`src/aarm_pkg.sv`:
```
// Shared constants, types and functions for the axis-angle rotation matrix block.
package aarm_pkg;

    localparam int ITER_STAGES_DEF = 16;
    localparam int FRAC_BITS_DEF   = 14;
    localparam int IQ              = 30;
    localparam int AW              = 16;
    localparam int OW              = 16;

    // Q30 internal width with headroom for CORDIC growth.
    localparam int QW = 34;

    localparam logic signed [QW-1:0] CORDIC_START = 34'sd652032874;
    localparam logic signed [QW-1:0] ONE_Q        = 34'sd1073741824;

    // Arctangent table, 2^32 per turn.
    function automatic logic signed [QW-1:0] atan_entry(input int i);
        logic signed [QW-1:0] t [0:29];
        t = '{34'sd536870912, 34'sd316933406, 34'sd167458907, 34'sd85004756,
              34'sd42667331, 34'sd21354465, 34'sd10679838, 34'sd5340245,
              34'sd2670163, 34'sd1335087, 34'sd667544, 34'sd333772,
              34'sd166886, 34'sd83443, 34'sd41722, 34'sd20861, 34'sd10430,
              34'sd5215, 34'sd2608, 34'sd1304, 34'sd652, 34'sd326, 34'sd163,
              34'sd81, 34'sd41, 34'sd20, 34'sd10, 34'sd5, 34'sd3, 34'sd1};
        return t[i];
    endfunction

    // Floor-shift a Q30 product and truncate it to the internal width.
    function automatic logic signed [QW-1:0] qmul(input logic signed [QW-1:0] a,
                                                  input logic signed [QW-1:0] b);
        logic signed [2*QW-1:0] p;
        p = a * b;
        return QW'(p >>> IQ);
    endfunction

    typedef struct packed {
        logic [AW-1:0]        angle;
        logic signed [AW-1:0] axis_x;
        logic signed [AW-1:0] axis_y;
        logic signed [AW-1:0] axis_z;
    } t_in;

    typedef struct packed {
        logic signed [OW-1:0] r00, r01, r02, r10, r11, r12, r20, r21, r22;
    } t_out;

endpackage

```
`src/aarm_cordic.sv`:
```
// Pipelined rotation-mode CORDIC producing cosine and sine in Q30.
module aarm_cordic #(
    parameter int ITER_STAGES = aarm_pkg::ITER_STAGES_DEF
) (
    input  logic                             i_clk,
    input  logic                             i_en,
    input  logic [aarm_pkg::AW-1:0]          i_angle,
    output logic signed [aarm_pkg::QW-1:0]   o_cos,
    output logic signed [aarm_pkg::QW-1:0]   o_sin
);
    import aarm_pkg::*;

    localparam int N = (ITER_STAGES < 30) ? ITER_STAGES : 30;

    logic signed [QW-1:0] r_x [0:N];
    logic signed [QW-1:0] r_y [0:N];
    logic signed [QW-1:0] r_z [0:N];
    logic [1:0]           r_q [0:N];
    logic signed [QW-1:0] cx, cy;

    always_ff @(posedge i_clk) begin
        if (i_en) begin
            r_x[0] <= CORDIC_START;
            r_y[0] <= '0;
            r_z[0] <= QW'({i_angle[13:0], 16'd0});
            r_q[0] <= i_angle[15:14];
        end
    end

    for (genvar i = 0; i < N; i++) begin : g_it
        always_ff @(posedge i_clk) begin
            if (i_en) begin
                if (!r_z[i][QW-1]) begin
                    r_x[i+1] <= r_x[i] - (r_y[i] >>> i);
                    r_y[i+1] <= r_y[i] + (r_x[i] >>> i);
                    r_z[i+1] <= r_z[i] - atan_entry(i);
                end else begin
                    r_x[i+1] <= r_x[i] + (r_y[i] >>> i);
                    r_y[i+1] <= r_y[i] - (r_x[i] >>> i);
                    r_z[i+1] <= r_z[i] + atan_entry(i);
                end
                r_q[i+1] <= r_q[i];
            end
        end
    end

    always_comb begin
        cx = (r_x[N] > ONE_Q) ? ONE_Q : ((r_x[N] < -ONE_Q) ? -ONE_Q : r_x[N]);
        cy = (r_y[N] > ONE_Q) ? ONE_Q : ((r_y[N] < -ONE_Q) ? -ONE_Q : r_y[N]);
        case (r_q[N])
            2'd0:    begin o_cos = cx;  o_sin = cy;  end
            2'd1:    begin o_cos = -cy; o_sin = cx;  end
            2'd2:    begin o_cos = -cx; o_sin = -cy; end
            default: begin o_cos = cy;  o_sin = -cx; end
        endcase
    end
endmodule

```
`config.mk`:
```
export PLATFORM = sky130hd
export DESIGN_NAME = aarm_cordic
export DESIGN_NICKNAME = d
export VERILOG_FILES = /design/src/aarm_pkg.sv /design/src/aarm_cordic.sv
export SDC_FILE = /design/constraint.sdc
export NUM_CORES = 2
export LEC_CHECK = 0
export BUFFER_PORTS_ARGS = -buffer_cell sky130_fd_sc_hd__clkbuf_2
export CAP_MARGIN = 15
export CORE_UTILIZATION = 30
export CTS_CLUSTER_SIZE = 10
export DETAILED_ROUTE_END_ITERATION = 12
export PLACE_DENSITY = 0.55
export SLEW_MARGIN = 20
export SYNTH_ARGS = -nofsm -noshare
export SYNTH_HDL_FRONTEND = slang
export SYNTH_SLANG_ARGS = --single-unit
```
`constraint.sdc`:
```
create_clock -name i_clk -period 7.4 [get_ports i_clk]
set_clock_uncertainty 0.1 [all_clocks]
set_input_delay 0.74 -clock i_clk [delete_from_list [all_inputs] [get_ports i_clk]]
set_output_delay 0.74 -clock i_clk [all_outputs]
set_load 0.05 [all_outputs]
```
# ---- After elaboration in Yosys (flattened, before gate mapping)
# Memories as Yosys holds them, arrays and structs flattened.
# Cells that the tools add are included.
dict set report word_totals {
  reg_bits 0
  ramBits 1768
  output_inout_bits 68
  elab_cells 308
  n_memories 4
}
# name words width rd rd_clocked_by_memory_dff write_ports line_no
set mem_list {}
lappend mem_list {r_x 17 34 17 0 17 aarm_cordic.sv:15} ;# logic signed [QW-1:0] r_x [0:N];
lappend mem_list {r_y 17 34 17 0 17 aarm_cordic.sv:16} ;# logic signed [QW-1:0] r_y [0:N];
lappend mem_list {r_z 17 34 16 0 17 aarm_cordic.sv:17} ;# logic signed [QW-1:0] r_z [0:N];
lappend mem_list {r_q 17 2 17 0 17 aarm_cordic.sv:18} ;# logic [1:0] r_q [0:N];
dict set report classes {
  addsub 97
  magnitude_cmp 4
  eq_ne 2
  muxes 152
  n_bitwise 48
  reduce_logical 1
}
# op count
set ops {}
lappend ops {{$mux W34} 52}
lappend ops {{$pmux W34 S3} 2}
lappend ops {{$mux W1} 98}
lappend ops {{$add A34 B19 Y34} 2}
lappend ops {{$add A34 B20 Y34} 2}
lappend ops {{$add A34 B21 Y34} 2}
lappend ops {{$add A34 B22 Y34} 2}
lappend ops {{$add A34 B23 Y34} 2}
lappend ops {{$add A34 B24 Y34} 2}
lappend ops {{$add A34 B25 Y34} 2}
lappend ops {{$add A34 B26 Y34} 2}
lappend ops {{$add A34 B27 Y34} 2}
lappend ops {{$add A34 B28 Y34} 2}
lappend ops {{$add A34 B29 Y34} 2}
lappend ops {{$add A34 B30 Y34} 2}
lappend ops {{$add A34 B31 Y34} 2}
lappend ops {{$add A34 B32 Y34} 2}
lappend ops {{$add A34 B33 Y34} 2}
lappend ops {{$gt A34 B32 Y1 const B} 2}
lappend ops {{$lt A34 B31 Y1 const B} 2}
lappend ops {{$neg A34 Y34} 2}
lappend ops {{$sub A34 B19 Y34} 2}
lappend ops {{$sub A34 B20 Y34} 2}
lappend ops {{$sub A34 B21 Y34} 2}
lappend ops {{50 further kinds} 110}

# ---- Logic depth before layout (Yosys ltp)
dict set report logic_depth {
  depth_word 5
  mapped_depth 23
}

# ---- Worst setup path after synthesis
# No wires, ideal clock.
dict set report synth_timing {
  kind {register to output}
  startpoint {mem r_y[16][4]}
  endpoint {out o_sin[6] (netlist name)}
  arrival_ps 5170
  path_slack_ps 1390
  path_stages_with_launch 17
  path_buffers 4
  path_cell_list {edfxtp_1 -> or4_1 -> nor4_4 -> nand4b_1 -> nor4_1 -> a311oi_1 -> nor2_1 -> buf_2 -> buf_1 -> nand2_1 -> ha_1 -> clkbuf_1 -> clkbuf_1 -> o21a_1 -> a21oi_1 -> a21oi_1 -> o21ai_0}
}
# element line_no
set synth_lines {}
lappend synth_lines {{start, declared} aarm_cordic.sv:16}
lappend synth_lines {{end, declared} aarm_cordic.sv:9} ;# output logic signed [aarm_pkg::QW-1:0] o_sin

==> results.cfg <==
[run_status]
status = complete, no violations

[sta]
maxSlewHeadroom_pct = 25.9
hold_violations = 0
setup_viol = 0
period_share_pct = 94.0
post-route-min-period_ps = 6960
rsz0062_at_grt = false
finalWorstSetupSlack_ps = 444
max_freq_mhz = 144
setup_tns_ps = 0
drv_slew = 0
tightest_slew_ps = 1080

[yosys]
syn_inst = 12856
synth_nets = 14243
yosysTopAreaCellShare_pct = 35.4
synth_area_um2 = 121000
yosys-top-cells-area = edfxtp_1 35%, ha_1 14%, xnor2_1 8.3%
synthDistinctLibCells = 86
synth-main-ff-cell = edfxtp_1
syn_avg_cell_area_um2 = 9.44
ys_seq_area_share_pct = 35.4
synth_edf_count = 1429
synth_top_cell_by_area = edfxtp_1
ys_ff_latch = 1429
yosys_warnings = 0
async_flop_share_pct = 0

[clock_network]
max-clock-path-buffers = 4
root_buffer = clkbuf_16
cts.clk_slew.worst_paths_ps = 50
cts_tree = built
post-cts-setup-buffers = 0
insertion_delay_ps = 890
cts_buffers = 187
cts_sinks = 1429
htree_levels = 4

[global_route]
grt_pass1_wl_um = 503000
grt_pass1_vias = 91115
grtUsageTotal_pct = 15.1
grt_max_degree = 166
antenna_found_initial = 3
gr-total-overflow = 0

[finish]
drive_gt1_share_pct = 4.53
multi_input_area_um2 = 75600
finalNonFillerCells = 18514
mostFrequentLayoutCells = 1429 x edfxtp_1, 1333 x ha_1, 1232 x a21oi_1
fill_cells = 41454
area_delta_synth_final_pct = 10.6
seq_area_um2 = 42900
layout.nets = 14391
layout_commonest_cell = edfxtp_1

[floorplan]
core_um2 = 403000
die_w_um = 638
rows = 233
design.die.area_um2 = 407000
start_util_pct = 30.1
fp.dieH_um = 638
pin_count = 86

[critical_path]
cp.arrival_ps = 6120
rr_worst_depth = 20
cp-startpoint = r_y[16][4]
startpoint_type = register
required_ps = 6560
critPathKind = reg2out
worst-path-max-fanout = 21
timing.rr.start = r_x[7][12]
worstSetupEndpointType = output port

[worst_hold_path]
hp-start = r_q[0][9]
min_path_type = reg2reg
worstHoldPathCells = 0

[drt]
wirelength_um = 318000
drtIter0Drc = 5697
drc = 0
wl_per_cell_um = 17.2
antenna_left = 0
vias = 94461
drtPass1Iterations = 6
vias_per_cell = 5.10

[placement]
dp_slack_ps = 864
dp.final_hpwl_um = 252000
place_congestion = 0.893
numPortBuffers = 85
dpl.cell_count = 18204

[job]
cap_violations = 0
## per-layer routing
layer  vias to the layer above  GRT usage (%)  share of wire [%]
li1                      47982              -                  -
met1                     44484           18.4                 44
met2                      1510           27.7                 50
met3                       485           1.50                3.1
met4                         0           4.77                3.3
met5                         -              0                  0
## logic make-up after synthesis
logic type | count (synthesis) | share of synthesized area (%)
adder cells (fa/ha/maj) | 1369 | 14.3
flip-flops | 1429 | 35.4
XOR/XNOR | 1727 | 12.5
multiplexers | 128 | 1.10
buffers and inverters | 769 | 2.38
AND/OR/NAND/NOR | 3600 | 14.3
AO/OA/AOI/OAI | 3834 | 20.0
## sequential cells by signal, indices dropped and copies added (netlist names)
register  flops
r_y         477
r_z         443
r_q          34
r_x         475
## cells in the mapped netlist (133+ instances only)
library cell  count
ha_1           1333
o21a_1          252
a21o_1          567
edfxtp_1       1429
a211oi_1        133
nor2_1         1096
o31ai_1         141
nand3_1         248
a21oi_1        1232
o21bai_1        144
nor2b_1         172
or3_1           147
nand2_1         802
and3_1          135
xor2_1          577
nand2b_1        211
nor3_1          344
inv_1           528
clkbuf_1        187
o21ai_0         726
xnor2_1        1150
## critical path, cell delays in order, from the launching register on
cell	delay, ps
edfxtp_1	480
or4_1	670
nor4_4	420
nand4b_1	370
nor4_2	400
a311oi_1	270
nor2_4	400
nand2_1	170
ha_1	480
inv_1	380
or4_1	240
nand2_1	90
xnor2_1	140
o21ai_0	370
clkbuf_2	360
## worst paths after layout
check	to	slack, ps
worst min-delay path	r_q[0][11]	270
worst max register to register	r_y[8][33]	1370
worst max-delay path	o_sin[12]	440
worst min register to register	r_q[0][11]	270
## stage by stage
stage               utilization [%]  instance area, um2  hold WS [ps]
finish                         33.3              134000           272
global route                   33.3              134000           271
CTS                            33.3              134000           205
detailed placement             31.9              128000           305
global placement               31.9              128000           301
floorplan                         -              121000           300
## area by class of cell
| cell class | count | share of cell area, % |
|---|---|---|
| antenna | 1 | 0.00187 |
| tap | 5405 | 5.04 |
| timing repair buffer | 190 | 0.974 |
| multi-input combinational | 10658 | 56.4 |
| inverter | 538 | 1.51 |
| sequential | 1429 | 32.0 |
| clock buffer | 218 | 3.59 |
| clock inverter | 75 | 0.553 |
## timing repair
| item | in CTS | in global routing |
|---|---|---|
| hold endpoints to repair | 16 | 0 |
| hold buffers | 16 | 0 |
| resized for setup | 0 | 2 |
| endpoints found under the setup margin | 0 | 16 |
Power is not shown: default switching activity piles up to over one toggle a cycle in this logic, so the estimate is an artifact.
